## config.mk

```make
export PLATFORM = sky130hd
export DESIGN_NAME = cover_actuator_power_sequencer_flat
export DESIGN_NICKNAME = d
export VERILOG_FILES = /design/src/rtl/cas_pkg.sv /design/src/rtl/cas_req_if.sv /design/src/rtl/cas_rsp_if.sv /design/src/rtl/cas_csr.sv /design/src/rtl/cas_core.sv /design/src/rtl/cover_actuator_power_sequencer.sv /design/src/flat_wrapper.sv
export VERILOG_INCLUDE_DIRS = /design/src /design/src/rtl
export SDC_FILE = /design/constraint.sdc
export NUM_CORES = 1
export LEC_CHECK = 0
export BUFFER_PORTS_ARGS = -buffer_cell sky130_fd_sc_hd__buf_2
export CAP_MARGIN = 20
export CORE_MARGIN = 5
export CORE_UTILIZATION = 30
export CTS_CLUSTER_SIZE = 20
export DETAILED_ROUTE_END_ITERATION = 8
export PLACE_DENSITY = 0.52
export SKIP_CTS_REPAIR_TIMING = 1
export SLEW_MARGIN = 10
export SYNTH_ARGS = -nofsm -noshare
export SYNTH_HDL_FRONTEND = slang
export SYNTH_HIERARCHICAL = 1
export SYNTH_SLANG_ARGS = --single-unit
```

## constraint.sdc

```tcl
create_clock -name clock -period 4.3 [get_ports clock]
set_input_delay 0.43 -clock clock [delete_from_list [all_inputs] [get_ports clock]]
set_output_delay 0.43 -clock clock [all_outputs]
set_load 0.005 [all_outputs]
```

## src/rtl/cover_actuator_power_sequencer_assert.svh

```systemverilog
// assertion macros for the cover actuator power sequencer
`ifndef COVER_ACTUATOR_POWER_SEQUENCER_ASSERT_SVH
`define COVER_ACTUATOR_POWER_SEQUENCER_ASSERT_SVH
`ifndef NO_ASSERTIONS
// same-cycle implication
`define CAS_ASSERT_IMPLY(label, clk, rst, ante, cons) \
   label: assert property (@(posedge clk) disable iff (rst) (ante) |-> (cons)) \
      else $error("assertion failed: same-cycle implication");
// next-cycle implication
`define CAS_ASSERT_NEXT(label, clk, rst, ante, cons) \
   label: assert property (@(posedge clk) disable iff (rst) (ante) |=> (cons)) \
      else $error("assertion failed: next-cycle implication");
`else
`define CAS_ASSERT_IMPLY(label, clk, rst, ante, cons)
`define CAS_ASSERT_NEXT(label, clk, rst, ante, cons)
`endif
`endif

```

## src/rtl/cas_pkg.sv

```systemverilog
// shared types and constants of the cover actuator power sequencer
`timescale 1ns / 1ps
`default_nettype none
package cas_pkg;

   typedef logic [31:0] time_type;
   typedef logic [30:0] dur_type;
   typedef logic [15:0] code_type;
   typedef logic [2:0]  csr_index_type;
   typedef logic [30:0] csr_data_type;
   typedef logic [2:0]  status_type;
   typedef logic [2:0]  phase_code_type;

   // register indexes
   localparam csr_index_type CSR_REST_TIME    = 3'd0;
   localparam csr_index_type CSR_UNCOVER_TIME = 3'd1;
   localparam csr_index_type CSR_COVER_TIME   = 3'd2;
   localparam csr_index_type CSR_MOVE_TIME    = 3'd3;
   localparam csr_index_type CSR_COVER_CODE   = 3'd4;
   localparam csr_index_type CSR_UNCOVER_CODE = 3'd5;

   // register reset values
   localparam dur_type  REST_TIME_RESET    = 31'd2000000;
   localparam dur_type  UNCOVER_TIME_RESET = 31'd4000000;
   localparam dur_type  COVER_TIME_RESET   = 31'd8000000;
   localparam dur_type  MOVE_TIME_RESET    = 31'd45000000;
   localparam code_type CODE_RESET         = 16'd0;

   // reported cover status
   localparam status_type STATUS_UNKNOWN = 3'd0;
   localparam status_type STATUS_CLOSING = 3'd1;
   localparam status_type STATUS_OPENING = 3'd2;
   localparam status_type STATUS_CLOSED  = 3'd3;
   localparam status_type STATUS_OPENED  = 3'd4;

   // reported phase
   localparam phase_code_type PHASE_CODE_IDLE  = 3'd0;
   localparam phase_code_type PHASE_CODE_REST1 = 3'd1;
   localparam phase_code_type PHASE_CODE_DRIVE = 3'd2;
   localparam phase_code_type PHASE_CODE_REST2 = 3'd3;
   localparam phase_code_type PHASE_CODE_MOVE  = 3'd4;

   typedef enum logic [4:0] {
      PHASE_IDLE  = 5'b00001,
      PHASE_REST1 = 5'b00010,
      PHASE_DRIVE = 5'b00100,
      PHASE_REST2 = 5'b01000,
      PHASE_MOVE  = 5'b10000
   } phase_type;

   typedef struct packed {
      dur_type  rest_time;
      dur_type  uncover_time;
      dur_type  cover_time;
      dur_type  move_time;
      code_type cover_code;
      code_type uncover_code;
   } cfg_type;

   typedef struct packed {
      time_type now;
      logic     request_valid;
      logic     want_cover;
      code_type request_code;
   } req_item_type;

   typedef struct packed {
      logic           power_on;
      status_type     cover_status;
      phase_code_type phase;
   } rsp_item_type;

   function automatic phase_code_type phase_code(input phase_type p);
      phase_code_type c;
      case (p)
         PHASE_IDLE:  c = PHASE_CODE_IDLE;
         PHASE_REST1: c = PHASE_CODE_REST1;
         PHASE_DRIVE: c = PHASE_CODE_DRIVE;
         PHASE_REST2: c = PHASE_CODE_REST2;
         PHASE_MOVE:  c = PHASE_CODE_MOVE;
         default:     c = PHASE_CODE_IDLE;
      endcase
      return c;
   endfunction

endpackage
`default_nettype wire

```

## src/rtl/cas_req_if.sv

```systemverilog
// request channel of the cover actuator power sequencer
`timescale 1ns / 1ps
`default_nettype none
interface cas_req_if;
   logic              valid;
   logic              ready;
   cas_pkg::time_type now;
   logic              request_valid;
   logic              want_cover;
   cas_pkg::code_type request_code;

   modport source (output valid, now, request_valid, want_cover, request_code, input ready);
   modport sink   (input valid, now, request_valid, want_cover, request_code, output ready);
endinterface
`default_nettype wire

```

## src/rtl/cas_rsp_if.sv

```systemverilog
// result channel of the cover actuator power sequencer
`timescale 1ns / 1ps
`default_nettype none
interface cas_rsp_if;
   logic                    valid;
   logic                    ready;
   logic                    power_on;
   cas_pkg::status_type     cover_status;
   cas_pkg::phase_code_type phase;

   modport source (output valid, power_on, cover_status, phase, input ready);
   modport sink   (input valid, power_on, cover_status, phase, output ready);
endinterface
`default_nettype wire

```

## src/rtl/cas_csr.sv

```systemverilog
// configuration register bank
`timescale 1ns / 1ps
`default_nettype none
module cas_csr (
   input  wire  logic                   clock,
   input  wire  logic                   reset,
   input  wire  logic                   csr_wr_en,
   input  wire  cas_pkg::csr_index_type csr_index,
   input  wire  cas_pkg::csr_data_type  csr_wdata,
   output cas_pkg::cfg_type             cfg
);

   cas_pkg::cfg_type cfg_ff;
   cas_pkg::cfg_type cfg_in;

   always_comb begin
      cfg_in = cfg_ff;
      if (csr_wr_en) begin
         case (csr_index)
            cas_pkg::CSR_REST_TIME:    cfg_in.rest_time    = csr_wdata;
            cas_pkg::CSR_UNCOVER_TIME: cfg_in.uncover_time = csr_wdata;
            cas_pkg::CSR_COVER_TIME:   cfg_in.cover_time   = csr_wdata;
            cas_pkg::CSR_MOVE_TIME:    cfg_in.move_time    = csr_wdata;
            cas_pkg::CSR_COVER_CODE:   cfg_in.cover_code   = csr_wdata[15:0];
            cas_pkg::CSR_UNCOVER_CODE: cfg_in.uncover_code = csr_wdata[15:0];
            default:                   cfg_in = cfg_ff;
         endcase
      end
   end

   always_ff @(posedge clock) begin
      if (reset) begin
         cfg_ff.rest_time    <= cas_pkg::REST_TIME_RESET;
         cfg_ff.uncover_time <= cas_pkg::UNCOVER_TIME_RESET;
         cfg_ff.cover_time   <= cas_pkg::COVER_TIME_RESET;
         cfg_ff.move_time    <= cas_pkg::MOVE_TIME_RESET;
         cfg_ff.cover_code   <= cas_pkg::CODE_RESET;
         cfg_ff.uncover_code <= cas_pkg::CODE_RESET;
      end else begin
         cfg_ff <= cfg_in;
      end
   end

   assign cfg = cfg_ff;

endmodule
`default_nettype wire

```

## src/rtl/cas_core.sv

```systemverilog
// sequencer state and per-poll next-state logic
`timescale 1ns / 1ps
`default_nettype none
module cas_core (
   input  wire  logic                  clock,
   input  wire  logic                  reset,
   input  wire  logic                  fire,
   input  wire  cas_pkg::req_item_type item,
   input  wire  cas_pkg::cfg_type      cfg,
   output cas_pkg::rsp_item_type       result
);

   cas_pkg::phase_type  phase_ff,     phase_in;
   logic                dir_cover_ff, dir_cover_in;
   cas_pkg::time_type   deadline_ff,  deadline_in;
   logic                power_ff,     power_in;
   cas_pkg::status_type status_ff,    status_in;

   logic              code_ok;
   logic              busy;
   logic              take;
   logic              expired;
   cas_pkg::time_type diff;
   cas_pkg::dur_type  drive_time;

   assign code_ok    = item.want_cover ? (item.request_code == cfg.cover_code)
                                       : (item.request_code == cfg.uncover_code);
   assign busy       = (phase_ff != cas_pkg::PHASE_IDLE);
   assign take       = item.request_valid && code_ok && (!busy || (dir_cover_ff != item.want_cover));
   // wrapping signed difference, strictly later
   assign diff       = item.now - deadline_ff;
   assign expired    = busy && (diff != 32'd0) && !diff[31];
   assign drive_time = dir_cover_ff ? cfg.cover_time : cfg.uncover_time;

   // a taken request never expires in the same poll: the take branch has priority over expiry
   always_comb begin
      phase_in     = phase_ff;
      dir_cover_in = dir_cover_ff;
      deadline_in  = deadline_ff;
      power_in     = power_ff;
      status_in    = status_ff;
      if (take) begin
         power_in     = 1'b0;
         dir_cover_in = item.want_cover;
         status_in    = item.want_cover ? cas_pkg::STATUS_CLOSING : cas_pkg::STATUS_OPENING;
         phase_in     = cas_pkg::PHASE_REST1;
         deadline_in  = item.now + {1'b0, cfg.rest_time};
      end else if (expired) begin
         case (phase_ff)
            cas_pkg::PHASE_REST1: begin
               power_in    = 1'b1;
               phase_in    = cas_pkg::PHASE_DRIVE;
               deadline_in = deadline_ff + {1'b0, drive_time};
            end
            cas_pkg::PHASE_DRIVE: begin
               power_in    = 1'b0;
               phase_in    = cas_pkg::PHASE_REST2;
               deadline_in = deadline_ff + {1'b0, cfg.rest_time};
            end
            cas_pkg::PHASE_REST2: begin
               power_in    = 1'b1;
               phase_in    = cas_pkg::PHASE_MOVE;
               deadline_in = deadline_ff + {1'b0, cfg.move_time};
            end
            cas_pkg::PHASE_MOVE: begin
               power_in  = 1'b0;
               phase_in  = cas_pkg::PHASE_IDLE;
               status_in = dir_cover_ff ? cas_pkg::STATUS_CLOSED : cas_pkg::STATUS_OPENED;
            end
            default: begin
               phase_in = phase_ff;
            end
         endcase
      end
   end

   always_ff @(posedge clock) begin
      if (reset) begin
         phase_ff     <= cas_pkg::PHASE_IDLE;
         dir_cover_ff <= 1'b0;
         deadline_ff  <= 32'd0;
         power_ff     <= 1'b0;
         status_ff    <= cas_pkg::STATUS_UNKNOWN;
      end else if (fire) begin
         phase_ff     <= phase_in;
         dir_cover_ff <= dir_cover_in;
         deadline_ff  <= deadline_in;
         power_ff     <= power_in;
         status_ff    <= status_in;
      end
   end

   assign result.power_on     = power_in;
   assign result.cover_status = status_in;
   assign result.phase        = cas_pkg::phase_code(phase_in);

endmodule
`default_nettype wire

```

## src/rtl/cover_actuator_power_sequencer.sv

```systemverilog
// Cover actuator power sequencer. Every request is one poll: it carries the free-running time
// count and optionally a cover or uncover command with a safety code, and gives exactly one
// result holding power, cover status and phase as they stand after that poll. A command whose
// code matches the register for its direction is taken when the sequencer is idle or when it
// reverses the running direction; it drops power and starts the first rest. The sequence then
// runs first rest (off), drive (on), second rest (off), move (on), idle. Each phase ends on the
// first poll strictly later than its deadline, compared as a wrapping signed 32-bit difference,
// and each new deadline adds to the previous one. Throughput is one request per clock while the
// receiver keeps up: the request is held in an input register, the whole poll (two code
// compares, one 32-bit subtract for the deadline check, one 32-bit add for the next deadline)
// is a single pass of logic; polling writes the result into an output register, which frees
// the input side, so a request is taken while a result waits. The user writes configuration
// registers through the csr port only while no request is in flight; it is not enforced.
`timescale 1ns / 1ps
`default_nettype none
`include "cover_actuator_power_sequencer_assert.svh"
module cover_actuator_power_sequencer (
   input  wire  logic                   clock,
   input  wire  logic                   reset,
   cas_req_if.sink                      req_chan,
   cas_rsp_if.source                    rsp_chan,
   input  wire  logic                   csr_wr_en,
   input  wire  cas_pkg::csr_index_type csr_index,
   input  wire  cas_pkg::csr_data_type  csr_wdata
);

   // configuration registers
   cas_pkg::cfg_type cfg;

   // input register
   cas_pkg::req_item_type req_item_ff, req_item_in;
   logic                  req_full_ff, req_full_in;

   // result register
   cas_pkg::rsp_item_type rsp_item_ff, rsp_item_in;
   logic                  rsp_full_ff, rsp_full_in;

   cas_pkg::rsp_item_type result;
   logic                  req_take;
   logic                  fire;

   cas_csr u_csr (
      .clock     (clock),
      .reset     (reset),
      .csr_wr_en (csr_wr_en),
      .csr_index (csr_index),
      .csr_wdata (csr_wdata),
      .cfg       (cfg)
   );

   // poll the held request when the result register is free or being emptied
   assign fire     = req_full_ff && (!rsp_full_ff || rsp_chan.ready);
   assign req_take = req_chan.valid && req_chan.ready;

   assign req_chan.ready = !req_full_ff || fire;

   cas_core u_core (
      .clock  (clock),
      .reset  (reset),
      .fire   (fire),
      .item   (req_item_ff),
      .cfg    (cfg),
      .result (result)
   );

   // input register next values
   always_comb begin
      req_item_in = req_item_ff;
      if (req_take) begin
         req_item_in.now           = req_chan.now;
         req_item_in.request_valid = req_chan.request_valid;
         req_item_in.want_cover    = req_chan.want_cover;
         req_item_in.request_code  = req_chan.request_code;
      end
   end

   assign req_full_in = req_take ? 1'b1 : (fire ? 1'b0 : req_full_ff);

   // result register next values
   assign rsp_item_in = fire ? result : rsp_item_ff;
   assign rsp_full_in = fire ? 1'b1 : (rsp_chan.ready ? 1'b0 : rsp_full_ff);

   always_ff @(posedge clock) begin
      if (reset) begin
         req_full_ff <= 1'b0;
         rsp_full_ff <= 1'b0;
      end else begin
         req_full_ff <= req_full_in;
         rsp_full_ff <= rsp_full_in;
      end
   end

   // payload, no reset needed
   always_ff @(posedge clock) begin
      req_item_ff <= req_item_in;
      rsp_item_ff <= rsp_item_in;
   end

   assign rsp_chan.valid        = rsp_full_ff;
   assign rsp_chan.power_on     = rsp_item_ff.power_on;
   assign rsp_chan.cover_status = rsp_item_ff.cover_status;
   assign rsp_chan.phase        = rsp_item_ff.phase;

   // power is only ever on while driving or moving
   `CAS_ASSERT_IMPLY(a_power_phase, clock, reset, rsp_full_ff && rsp_item_ff.power_on, (rsp_item_ff.phase == cas_pkg::PHASE_CODE_DRIVE) || (rsp_item_ff.phase == cas_pkg::PHASE_CODE_MOVE))
   // a held request that is not polled stays held
   `CAS_ASSERT_NEXT(a_req_kept, clock, reset, req_full_ff && !fire, req_full_ff)
   // every poll leaves a result waiting
   `CAS_ASSERT_NEXT(a_poll_result, clock, reset, fire, rsp_full_ff)

endmodule
`default_nettype wire

```

## src/flat_wrapper.sv

```systemverilog
// flat-port wrapper written by rule: the top's interface ports become plain ports
module cover_actuator_power_sequencer_flat 
  (clock, reset, csr_wr_en, csr_index, csr_wdata, req_chan_valid, req_chan_now, req_chan_request_valid, req_chan_want_cover, req_chan_request_code, req_chan_ready, rsp_chan_valid, rsp_chan_power_on, rsp_chan_cover_status, rsp_chan_phase, rsp_chan_ready);
  cas_req_if req_chan_i ();
  cas_rsp_if rsp_chan_i ();
  input  wire  logic clock;
  input  wire  logic reset;
  input  wire  logic csr_wr_en;
  input  wire  cas_pkg::csr_index_type csr_index;
  input  wire  cas_pkg::csr_data_type csr_wdata;
  input wire logic [$bits(req_chan_i.valid)-1:0] req_chan_valid;
  input wire logic [$bits(req_chan_i.now)-1:0] req_chan_now;
  input wire logic [$bits(req_chan_i.request_valid)-1:0] req_chan_request_valid;
  input wire logic [$bits(req_chan_i.want_cover)-1:0] req_chan_want_cover;
  input wire logic [$bits(req_chan_i.request_code)-1:0] req_chan_request_code;
  output wire logic [$bits(req_chan_i.ready)-1:0] req_chan_ready;
  output wire logic [$bits(rsp_chan_i.valid)-1:0] rsp_chan_valid;
  output wire logic [$bits(rsp_chan_i.power_on)-1:0] rsp_chan_power_on;
  output wire logic [$bits(rsp_chan_i.cover_status)-1:0] rsp_chan_cover_status;
  output wire logic [$bits(rsp_chan_i.phase)-1:0] rsp_chan_phase;
  input wire logic [$bits(rsp_chan_i.ready)-1:0] rsp_chan_ready;
  assign req_chan_i.valid = req_chan_valid;
  assign req_chan_i.now = req_chan_now;
  assign req_chan_i.request_valid = req_chan_request_valid;
  assign req_chan_i.want_cover = req_chan_want_cover;
  assign req_chan_i.request_code = req_chan_request_code;
  assign req_chan_ready = req_chan_i.ready;
  assign rsp_chan_valid = rsp_chan_i.valid;
  assign rsp_chan_power_on = rsp_chan_i.power_on;
  assign rsp_chan_cover_status = rsp_chan_i.cover_status;
  assign rsp_chan_phase = rsp_chan_i.phase;
  assign rsp_chan_i.ready = rsp_chan_ready;
  cover_actuator_power_sequencer u_core (.clock(clock), .reset(reset), .req_chan(req_chan_i), .rsp_chan(rsp_chan_i), .csr_wr_en(csr_wr_en), .csr_index(csr_index), .csr_wdata(csr_wdata));
endmodule
```

Word-level counts from Yosys, hierarchy flattened

Cells that the tools add are included.

Bits in latches: 0
Memory bits (writable): 0
Output and inout bits: 9
Input port bits: 89
Bits in registers: 257
ROM bits: 0
Memories kept: 0

Bitwise logic cells: 0
$mul: 0
Multiplexer cells: 21
Eq/ne operators: 17
Shift operators: 0
Add/sub/neg operators: 5
Order comparisons: 0
Divide/modulo/power cells: 0
Reductions and logical operators: 29

Operators by type and width:

| operator                                              | count |
|---|---|
| adder 32 x 31 -> 32 bit                               | 4 |
| case mux 32 bit (3 select lines)                      | 1 |
| 2-to-1 mux 32 bit                                     | 2 |
| equality test 16 bit                                  | 2 |
| nonzero test 32 bit                                   | 1 |
| subtractor 32 bit                                     | 1 |
| 2-to-1 mux 31 bit                                     | 1 |
| case mux 5 bit (4 select lines)                       | 1 |
| AND reduction 2 bit                                   | 7 |
| 2-to-1 mux 3 bit                                      | 4 |
| case mux 3 bit (4 select lines)                       | 1 |
| equality test 5 x 2 -> 1 bit, second input constant   | 2 |
| equality test 5 x 3 -> 1 bit, second input constant   | 2 |
| equality test 5 x 4 -> 1 bit, second input constant   | 2 |
| equality test 5 bit, second input constant            | 2 |
| 2-to-1 mux 5 bit                                      | 2 |
| 2-to-1 mux 1 bit                                      | 7 |
| equality test 3 x 2 -> 1 bit, second input constant   | 2 |
| equality test 3 bit, second input constant            | 2 |
| logical AND 1 bit                                     | 6 |
| nonzero test 2 bit                                    | 3 |
| inequality test 5 x 1 -> 1 bit, second input constant | 1 |
| logical NOT 1 bit                                     | 4 |
| nonzero test 4 bit                                    | 1 |
| other kinds (8)                                       | 11 |

Logic depth before layout (Yosys ltp)

Gate-level depths: netlist of run 1.

Word-level depth: 8
Mapped depth: 21

Hierarchy

Netlist of run 1, hierarchy kept.

By module, submodules not included:

| module                         | area each (sq um) | seq. area each (sq um) | cells each | instances |
|---|---|---|---|---|
| cas_core                       | 8680.8            | 840.8                  | 1211       | 1 |
| cas_csr                        | 6162.2            | 3123.0                 | 568        | 1 |
| cover_actuator_power_sequencer | 1815.5            | 1751.7                 | 67         | 1 |

Worst setup path before layout of run 1

OpenSTA, ideal clock, no wires.

Path type: flip-flop to flip-flop
Start point: reg u_core.u_core.phase_ff[4]
End point: reg u_core.u_core.deadline_ff[28]
Setup slack: -0.448 ns
Arrival: 4.653 ns
Buffers on the path: 3
Cell stages (with the launch flop): 22
Period minus slack after synthesis: 4.748 ns
Required time: 4.205 ns
Library setup time: 0.095 ns
Cell sequence: dfxtp_1 > clkbuf_1 > nor2_1 > and3_1 > clkbuf_1 > or2_2 > clkbuf_1 > o21ai_0 > ha_1 > fa_1 > a211oi_1 > o21ai_1 > a211oi_1 > a221oi_1 > o21ai_1 > o21ai_1 > a41oi_1 > a211oi_1 > o41ai_1 > xnor2_1 > or4_1 > o311ai_1

Word-level cells in the longest chain between the ends: 6
Elaborated cells on any way between the ends: 15
Classes of those cells: eq/ne: 4; mux: 3; reduce/logical: 8

Ends and longest elaborated chain:

| what                                                                      | RTL line       | RTL |
|---|---|---|
| start: declaration                                                        | cas_core.sv:13 | `cas_pkg::phase_type phase_ff, phase_in;` |
| start signal: assignment                                                  | cas_core.sv:79 | `phase_ff <= cas_pkg::PHASE_IDLE;` |
| start signal: assignment                                                  | cas_core.sv:85 | `phase_ff <= phase_in;` |
| inequality test 5 x 1 -> 1 bit                                            | cas_core.sv:28 | `assign busy = (phase_ff != cas_pkg::PHASE_IDLE);` |
| logical NOT 1 bit                                                         | cas_core.sv:29 | `assign take = item.request_valid && code_ok && (!busy \|\| (dir_cover_ff != item.want_cover));` |
| logical OR 1 bit                                                          | cas_core.sv:29 |  |
| logical AND 1 bit                                                         | cas_core.sv:29 |  |
| nonzero test 4 bit (no source line) or nonzero test 2 bit (tied branches) | n/a            |  |
| AND reduction 3 bit (no source line)                                      | n/a            |  |
| end signal: assignment                                                    | cas_core.sv:87 | `deadline_ff <= deadline_in;` |
| end: declaration                                                          | cas_core.sv:15 | `cas_pkg::time_type deadline_ff, deadline_in;` |

Several ways; a longest one is shown, not always the timed one. The select of a mux whose other input is x is not followed.
A chain may end at the register's enable or synchronous reset.

==> results of run 1 <==
power by group through the flow:
stage,Clock [W],Combinational [W],Sequential [W]
3_5_place_dp,0,0.000733,0.00264
4_1_cts,0.00308,0.000738,0.00259
2_1_floorplan,0,0.000484,0.00261
6_report,0.00299,0.000755,0.00259
3_3_place_gp,0,0.000729,0.00264
5_1_grt,0.00319,0.000821,0.00259
worst max-delay path, cell delays in order (launching register included):
cell and delay (ps):
edfxtp_1 450, ha_1 420, o21ai_1 210, o21bai_1 120, a22oi_2 240, nand3_2 120
a2111o_1 420, a2111o_1 340, a2111oi_4 320, and4_4 330, a21oi_4 120, and3_1 190
or4_4 440, nor4_4 200
path summary, 6_finish.rpt:
check / end / slack (ps) / cells past startpoint
setup / recovery: u_core/rsp_chan.phase[2] / 210 / 13
hold / removal: u_core/req_item_ff[30] / 40 / 1
hold reg to reg: u_core/u_csr/cfg[78] / 480 / 2
setup reg to reg: u_core/rsp_chan.phase[2] / 210 / 13
cell type report:
type                       instances  area share
sequential                       257       0.287
tap                              748      0.0470
clock buffer                      50      0.0536
inverter                          78      0.0147
timing repair buffer             205      0.0693
clock inverter                    13     0.00722
antenna                            1    0.000126
multi-input combinational       1402       0.521
flip-flops by register name, summed over array words and instances, names as in the netlist:
| name | flops |
|---|---|
| u_core/u_core/deadline_ff | 32 |
| u_core/u_core/status_ff | 3 |
| u_core/u_core/power_ff | 1 |
| u_core/u_core/phase_ff | 5 |
| u_core/req_full_ff | 1 |
| u_core/req_item_ff | 50 |
| u_core/u_csr/cfg | 156 |
| u_core/rsp_chan.phase | 3 |
| u_core/rsp_chan.cover_status | 3 |
| u_core/u_core/dir_cover_ff | 1 |
| u_core/rsp_chan.power_on | 1 |
| u_core/rsp_chan.valid | 1 |
per-layer routing:
| layer | share of wire | wire, µm | vias up |
|---|---|---|---|
| li1 | - | - | 6968 |
| met1 | 0.49 | 26400 | 6885 |
| met2 | 0.45 | 24500 | 307 |
| met3 | 0.041 | 2230 | 65 |
| met4 | 0.022 | 1190 | 0 |
| met5 | 0 | 0 | - |
layout by cell type (no fill, tap or decap), types with 64 or more instances in the layout:
cell,count
dfxtp_1,196
nand2_1,72
o21ai_0,64
a21oi_1,90
buf_2,96
nand2b_1,172
inv_1,77
nor2_1,156
buf_4,101
mux2i_1,220
ha_1,85
metrics by stage:
stage                     setup TNS [ps]  hold WS, ps  std cells  cell area, µm²  total power (W)
after floorplan                        0          445       1846           16700          0.00310
after global placement             -3330          457       2687           18500          0.00337
after detailed placement           -2290          463       2687           18500          0.00337
after CTS                          -2930         11.0       2750           19700          0.00641
after global routing               -16.1         18.8       2753           19900          0.00661
final                                  0         40.8       2754           19900          0.00633
cells in the mapped netlist (4+ instances only):
cell       instances  area [µm²]
xnor2_1           55         482
or2_2              5        31.3
a311oi_1           4        35.0
dfxtp_1          200        4000
edfxtp_1          57        1710
xor2_1            21         184
a211o_1            4        35.0
nor2_1           159         597
inv_1             77         289
o211ai_1           6        45.0
nor2b_1           14        87.6
a41oi_1            4        35.0
o21bai_1          12        90.1
a2111oi_0          5        43.8
a31oi_1            5        31.3
or3_1              8        50.1
nand4b_1           6        52.6
a21o_1            36         270
o22ai_1            4        25.0
o21ai_0           77         385
mux2i_1          220        2200
nand2b_1         172        1080
nor4_1             7        43.8
buf_2             26         130
nor3b_1            5        37.5
ha_1              93        1160
o21ai_1           16        80.1
a221oi_1           7        61.3
o31ai_1            6        45.0
clkbuf_1          63         236
a211oi_1          61         458
a21oi_1           96         480
nor3_1            24         120
nand2_1           72         270
nand4_1           19         119
or4_1              8        60.1
buf_4             12        90.1
o21a_1             8        60.1
nand3_1           31         155
a22oi_1           33         248
buf_6              5        56.3
and3_1            15        93.8
cells by family (layout without fill, tap and decap cells):
kind of cell               Yosys count  count (layout)  synth area share
adders and majority gates           96              96            0.0735
AOI/OAI and AO/OA                  432             432             0.175
muxes                              223             223             0.134
and+or+nand+nor                    575             575             0.185
xor gates and xnor gates            76              76            0.0400
other                                0               1                 0
DFF                                257             257             0.343
buffers and inverters              187             346            0.0490
==> summary.txt, run 1 <==
Vias in the first global route: 14,100
M1 GR Usage: 0.248
Final Net Count: 2,164
Slew Limit Fails: 0
Initial Util: 0.302
FILL cells: 5,672
Startpoint types: flip-flop
Initial DRC count: 869
CP arrival: 4460 ps
Die height: 246 µm
Register area: 5720 µm²
Post-route worst setup slack: 211 ps
Root Buffer: clkbuf_16
Post-layout min period: 4090 ps
R2r startpoint: u_core/req_item_ff[38]
Drt pass-1 iters: 5
Met3 usage: 0.0247
Worst VDD drop: 272 µV
Worst Clk Skew: 30.7 ps
Synthesized area: 16,700 µm²
Final cycle utilization of the critical path: 0.951
Syn_area_per_cell: 9.02 µm²
Skew-Pair Late Insertion Delay: 560 ps
IO Pins: 98
Final wirelength: 54,300 µm
Switching share of power: 0.264
Hold path start: req_chan_now[12]
Pre-CTS setup slack: -160 ps
Rows: 86
Die width: 246 µm
Initial antenna violation count: 2
Synth Instances: 1,846
Vias: 14,200
Multi-input logic area: 10,400 µm²
Hold Vio Cnt, Final: 0
Worst slew margin: 0.317
Antenna Nets Post-Route: 0
Total track usage: 0.174
GRT Residual Overflow: 0
P_leak: 8.26 nW
GRT busiest layer: met2
CTS Buf Count: 35
Core region area: 55,100 µm²
Reg power frac: 0.408
GR met2 Demand/Resource: 0.279
Status: finished, final reports clean
Final RePlAce weighted congestion: 0.893
Synth Flop Type: dfxtp_1
P_int: 0.00466 W
Hpwl dp: 41,400 µm
Share of layout cells above drive strength 1: 0.169
Area grow syn2layout: 19.6%
Worst Setup SP: u_core/req_item_ff[38]
Maximum clock rate: 245 MHz
Yosys cell types: 94
Register bit total from synthesis: 257
Reg clk slew, reported paths: 60 ps
Critical path type: reg2reg
Critical path required time: 4670 ps
Seq/Total Area, Yosys: 0.343
Largest net degree at the start of global routing: 126
First-pass GRT wire length: 82,800 µm
Util after Layout: 0.362
Number of flops mapped to enable cells by yosys: 57
Max Root-Sink Buffers: 3
Max-cap violations: 0
Clock sinks: 257
Slew @ Worst Pin: 1020 ps
Synth warn: 6
Die area: 60,300 µm²
IO Port Bufs: 97
H-tree depth: 2
CP Max Fanout: 9
DR WL/cell: 19.7 µm
Via density: 5.17
Pwr dens: 318 nW/µm²
TritonCTS clock tree: done
Combinational fraction of design power: 0.119
Worst hold path class: in2reg
Syn Nets: 2,031
Clock Power Share: 0.472
DRC: 0
CP endpoint kind: flip-flop
FFs w/ async S/R, synth: 0
Final setup fails: 0
Psw: 0.00167 W
(Power assumes the default switching activity.)
==> run 2, diff against run 1 <==
- CORE_MARGIN: 5 -> 4
- CTS_CLUSTER_SIZE: 20 -> 30
- PLACE_DENSITY: 0.52 -> 0.5
- clock period: 4.3 -> 5.1 ns (I/O delays scaled with it)
==> run 2 against run 1 <==
Critical path depth up 5. Non-clock buffer count fell by 70. Total power is 17% lower. Clock power down 18%. Via count decreased by 3.0%. Die area is 1.6% lower. First-iteration DRC count is 1.6% higher. Final area fell by 4.2%.
==> summary.txt, run 2 (synthesis gave the netlist of run 1 again) <==
Antenna Nets Post-Route: 0 (unchanged)
Final RePlAce weighted congestion: 0.906 (was 0.893)
Total track usage: 0.172 (was 0.174)
Most frequent cells in the layout: mux2i_1 (220), dfxtp_1 (199), nand2b_1 (172) (was mux2i_1 (220), dfxtp_1 (196), nand2b_1 (172))
Final setup fails: 0 (unchanged)
Max FFs per register: 156 (unchanged)
Worst Clk Skew: 34.5 ps (was 30.7 ps)
Area grow syn2layout: 14.6% (was 19.6%)
Worst hold path class: in2reg (unchanged)
Initial antenna violation count: 0 (was 2)
CTS Buf Count: 35 (unchanged)
Critical path type: reg2reg (unchanged)
P_int: 0.00386 W (was 0.00466 W)
Rows: 86 (unchanged)
Status: finished, final reports clean (unchanged)
Psw: 0.00137 W (was 0.00167 W)
Combinational fraction of design power: 0.111 (was 0.119)
Initial Util: 0.303 (was 0.302)
Die width: 244 µm (was 246 µm)
Root Buffer: clkbuf_16 (unchanged)
Worst VDD drop: 279 µV (was 272 µV)
CP Max Fanout: 17 (was 9)
Clock sinks: 257 (unchanged)
Via density: 5.15 (was 5.17)
Final cycle utilization of the critical path: 0.931 (was 0.951)
CP max stage delay: 470 ps (was 450 ps)
Critical-path cell list: nor2_1 > and3_1 > or2_2 > buf_4 > o21ai_0 > ha_1 > a211oi_1 > o21ai_1 > a211oi_1 > a221oi_1 > o21ai_1 > o21ai_1 > a41oi_1 > a211oi_1 > o41ai_1 > xnor2_1 > or4_1 > o311ai_1 (was ha_1 > o21ai_1 > o21bai_1 > a22oi_2 > nand3_2 > a2111o_1 > a2111o_1 > a2111oi_4 > and4_4 > a21oi_4 > and3_1 > or4_4 > nor4_4)
Drt pass-1 iters: 7 (was 5)
Final cell count without fillers: 2,681 (was 2,754)
Antenna cells: 0 (was 1)
Post-layout min period: 4750 ps (was 4090 ps)
Slew @ Worst Pin: 1040 ps (was 1020 ps)
Fin Setup TNS: 0 ps (unchanged)
Pwr dens: 274 nW/µm² (was 318 nW/µm²)
Clock Power Share: 0.470 (was 0.472)
Setup slack, reg-to-reg: 350 ps (was 210 ps)
Startpoint types: flip-flop (unchanged)
Max Root-Sink Buffers: 3 (unchanged)
IO Pins: 98 (unchanged)
Switching share of power: 0.262 (was 0.264)
Final wirelength: 52,600 µm (was 54,300 µm)
Max-cap violations: 0 (unchanged)
First-pass GRT wire length: 80,700 µm (was 82,800 µm)
Reg power frac: 0.418 (was 0.408)
Largest net degree at the start of global routing: 122 (was 126)
Reg clk slew, reported paths: 70 ps (was 60 ps)
Critical-path cell with the highest stage delay: dfxtp_1 (was edfxtp_1)
Vias in the first global route: 13,700 (was 14,100)
CP arrival: 5200 ps (was 4460 ps)
Critical path required time: 5550 ps (was 4670 ps)
CP endpoint kind: flip-flop (unchanged)
H-tree depth: 2 (unchanged)
Maximum clock rate: 211 MHz (was 245 MHz)
Unrepaired setup endpoints after global routing: no
Worst slew margin: 0.302 (was 0.317)
Initial DRC count: 883 (was 869)
Final Net Count: 2,094 (was 2,164)
Share of layout cells above drive strength 1: 0.115 (was 0.169)
Most common cell after layout, fill and taps aside: mux2i_1 (unchanged)
Total Power: 0.00523 W (was 0.00633 W)
Hpwl dp: 40,200 µm (was 41,400 µm)
Die area: 59,400 µm² (was 60,300 µm²)
Slew Limit Fails: 0 (unchanged)
Hold Vio Cnt, Final: 0 (unchanged)
Placed Cells: 2,620 (was 2,687)
Die height: 244 µm (was 246 µm)
GRT Residual Overflow: 0 (unchanged)
DRC: 0 (unchanged)
Core region area: 55,000 µm² (was 55,100 µm²)
TritonCTS clock tree: done (unchanged)
DR WL/cell: 19.6 µm (was 19.7 µm)
IO Port Bufs: 97 (unchanged)
Skew-Pair Late Insertion Delay: 570 ps (was 560 ps)
P_leak: 7.87 nW (was 8.26 nW)
Vias: 13,800 (was 14,200)
[run 2: power groups by stage]
stage	logic [W]	registers, W	clock network, W
floorplan	0.000408	0.00220	0
global placement	0.000573	0.00223	0
detailed placement	0.000576	0.00223	0
CTS	0.000581	0.00219	0.00254
global route	0.000638	0.00219	0.00261
finish	0.000582	0.00219	0.00246
[run 2: routing by layer]
metal | GRT usage | part of all wire
met2 | 0.271 | 0.44
met1 | 0.246 | 0.49
met4 | 0.0430 | 0.023
met5 | 0 | 0
met3 | 0.0292 | 0.047
[run 2: worst max-delay path: cells and delay by family (launching register included)]
family	cells	cell delay (ps)
adder cells (fa/ha/maj)	1	320
AND/OR/NAND/NOR	4	1080
AO/OA/AOI/OAI	11	2520
buffers and inverters	1	200
flip-flops	1	470
XOR/XNOR	1	90
[run 2: final timing paths]
kind / endpoint / cells after the start / from
max: u_core/u_core/deadline_ff[28] / 18 / u_core/u_core/phase_ff[3]
min: u_core/req_item_ff[26] / 1 / req_chan_now[8]
max reg2reg: u_core/u_core/deadline_ff[28] / 18 / u_core/u_core/phase_ff[3]
min reg2reg: u_core/u_core/status_ff[1] / 2 / u_core/u_core/status_ff[1]
[run 2: through the flow]
step,setup slack (ps),hold WS (ps),instance area (µm²),util
finish,353,115,19100,0.347
global placement,307,458,17900,0.326
detailed placement,257,465,17900,0.326
global route,12.6,95.8,19100,0.347
CTS,214,86.2,19100,0.347
floorplan,352,445,16700,-
[run 2: layout make-up]
type                            count  area, µm²
Sequential cell                   257       5720
Inverter                           78        293
Multi-Input combinational cell   1402      10200
Timing Repair Buffer              135        815
Fill cell                        5614      35900
Tap cell                          748        936
Clock buffer                       48        997
Clock inverter                     13        165
==> run 3, diff against run 2 <==
- PLACE_DENSITY: 0.5 -> 0.45
- clock period: 5.1 -> 6.1 ns (I/O delays scaled with it)
==> run 3 against run 2 <==
Total power down 17%. Combinational power down 16%. Cell count down 0.67%. Routed wire length up 2.7%. Global-route usage up 0.48 points. Hold slack better by 130 ps.
==> summary.txt, run 3 (synthesis gave the netlist of run 1 again) <==
CP Max Fanout: 22 (was 17)
Antenna Nets Post-Route: 0 (unchanged)
Critical-path cell with the highest stage delay: dfxtp_1 (unchanged)
Most frequent cells in the layout: mux2i_1 (220), dfxtp_1 (199), nand2b_1 (172) (unchanged)
P_leak: 7.76 nW (was 7.87 nW)
H-tree depth: 2 (unchanged)
CP endpoint kind: flip-flop (unchanged)
Maximum clock rate: 185 MHz (was 211 MHz)
Root Buffer: clkbuf_16 (unchanged)
Max Root-Sink Buffers: 3 (unchanged)
M1 GR Usage: 0.254 (was 0.246)
Fin Setup TNS: 0 ps (unchanged)
Die width: 244 µm (unchanged)
Util after Layout: 0.344 (was 0.347)
Initial antenna violation count: 0 (unchanged)
IO Port Bufs: 97 (unchanged)
Vias: 13,700 (was 13,800)
Final Net Count: 2,076 (was 2,094)
GR met2 Demand/Resource: 0.286 (was 0.271)
Initial DRC count: 885 (was 883)
Met3 usage: 0.0258 (was 0.0292)
Worst VDD drop: 201 µV (was 279 µV)
Pre-CTS setup slack: 743 ps (was 257 ps)
Final cycle utilization of the critical path: 0.887 (was 0.931)
Placed Cells: 2,601 (was 2,620)
Startpoint types: flip-flop (unchanged)
Post-layout min period: 5410 ps (was 4750 ps)
Register area: 5720 µm² (unchanged)
Worst Clk Skew: 22.6 ps (was 34.5 ps)
Hpwl dp: 40,700 µm (was 40,200 µm)
FILL cells: 5,653 (was 5,614)
Worst hold path class: in2reg (unchanged)
First-pass GRT wire length: 82,600 µm (was 80,700 µm)
Reg clk slew, reported paths: 50 ps (was 70 ps)
Post-route worst setup slack: 689 ps (was 353 ps)
Pwr dens: 230 nW/µm² (was 274 nW/µm²)
Initial Util: 0.303 (unchanged)
CP arrival: 5860 ps (was 5200 ps)
Die area: 59,400 µm² (unchanged)
Hold Vio Cnt, Final: 0 (unchanged)
Max FFs per register: 156 (unchanged)
Multi-input logic area: 10,200 µm² (about the same)
Max-cap violations: 0 (unchanged)
Die height: 244 µm (unchanged)
IO Pins: 98 (unchanged)
Most common cell after layout, fill and taps aside: mux2i_1 (unchanged)
Critical path type: reg2reg (unchanged)
Status: finished, final reports clean (unchanged)
Total track usage: 0.177 (was 0.172)
GRT busiest layer: met2 (unchanged)
GRT Residual Overflow: 0 (unchanged)
Critical path required time: 6550 ps (was 5550 ps)
Share of layout cells above drive strength 1: 0.105 (was 0.115)
DRC: 0 (unchanged)
Critical-path cell list: nor2_1 > and3_1 > buf_4 > a22oi_1 > o21ai_0 > ha_1 > fa_1 > a211oi_1 > o21ai_1 > a211oi_1 > a221oi_1 > o21ai_1 > o21ai_1 > a41oi_1 > a211oi_1 > o41ai_1 > xnor2_1 > or4_1 > o311ai_1 (was nor2_1 > and3_1 > or2_2 > buf_4 > o21ai_0 > ha_1 > a211oi_1 > o21ai_1 > a211oi_1 > a221oi_1 > o21ai_1 > o21ai_1 > a41oi_1 > a211oi_1 > o41ai_1 > xnor2_1 > or4_1 > o311ai_1)
Clock sinks: 257 (unchanged)
TritonCTS clock tree: done (unchanged)
Core region area: 55,000 µm² (unchanged)
Largest net degree at the start of global routing: 115 (was 122)
Antenna cells: 0 (unchanged)
Drt pass-1 iters: 5 (was 7)
Skew-Pair Late Insertion Delay: 550 ps (was 570 ps)
Unrepaired setup endpoints after global routing: no (unchanged)
CTS Buf Count: 35 (unchanged)
Rows: 86 (unchanged)
CP max stage delay: 540 ps (was 470 ps)
Final setup fails: 0 (unchanged)
DR WL/cell: 20.3 µm (was 19.6 µm)
Worst slew margin: 0.332 (was 0.302)
Via density: 5.13 (was 5.15)
Final RePlAce weighted congestion: 0.887 (was 0.906)
Vias in the first global route: 13,700 (about the same)
Slew Limit Fails: 0 (unchanged)
Final cell count without fillers: 2,663 (was 2,681)
Slew @ Worst Pin: 1000 ps (was 1040 ps)
Final wirelength: 54,000 µm (was 52,600 µm)
Area grow syn2layout: 13.5% (was 14.6%)
-- run 3: area by class of cell --
cell class,instances,area share
inverters,78,0.0155
well taps,748,0.0495
flip-flops and latches,257,0.302
multi-input cells,1402,0.538
clock buffers,47,0.0520
repair buffers,117,0.0344
clock inverters,14,0.00854
-- run 3: worst paths after layout --
| check | from | end | slack [ps] | cells after the start |
|---|---|---|---|---|
| worst max-delay path | u_core/u_core/phase_ff[4] | u_core/u_core/deadline_ff[28] | 690 | 19 |
| worst min-delay path | req_chan_want_cover | u_core/req_item_ff[16] | 240 | 1 |
| worst max register to register | u_core/u_core/phase_ff[4] | u_core/u_core/deadline_ff[28] | 690 | 19 |
| worst min register to register | u_core/u_core/status_ff[0] | u_core/u_core/status_ff[0] | 470 | 2 |
-- run 3: critical path: cells and delay by family, from the launching register on --
kind	cells	cell delay [ps]
AOI/OAI and AO/OA	12	2810
and+or+nand+nor	3	890
DFF	1	540
adders and majority gates	2	730
xor gates and xnor gates	1	110
buffers and inverters	1	220
-- run 3: routing by layer --
layer / up-vias / wire length (µm)
met4: 0 / 717
met2: 270 / 24400
met3: 43 / 2320
met5: - / 0
li1: 6780 / -
met1: 6573 / 26600
-- run 3: power breakdown --
group / leakage [nW] / switching, W / total, W / internal (W)
clock network: 0.561 / 0.000809 / 0.00203 / 0.00122
registers: 2.18 / 0.0000397 / 0.00183 / 0.00179
logic: 5.02 / 0.000295 / 0.000487 / 0.000192
-- run 3: per-stage QoR --
step	hold WS, ps	area (µm²)	total power, W
2_1_floorplan	445	16700	0.00218
3_3_place_gp	456	17700	0.00235
3_5_place_dp	462	17700	0.00235
4_1_cts	209	18900	0.00442
5_1_grt	216	18900	0.00454
6_report	241	18900	0.00435
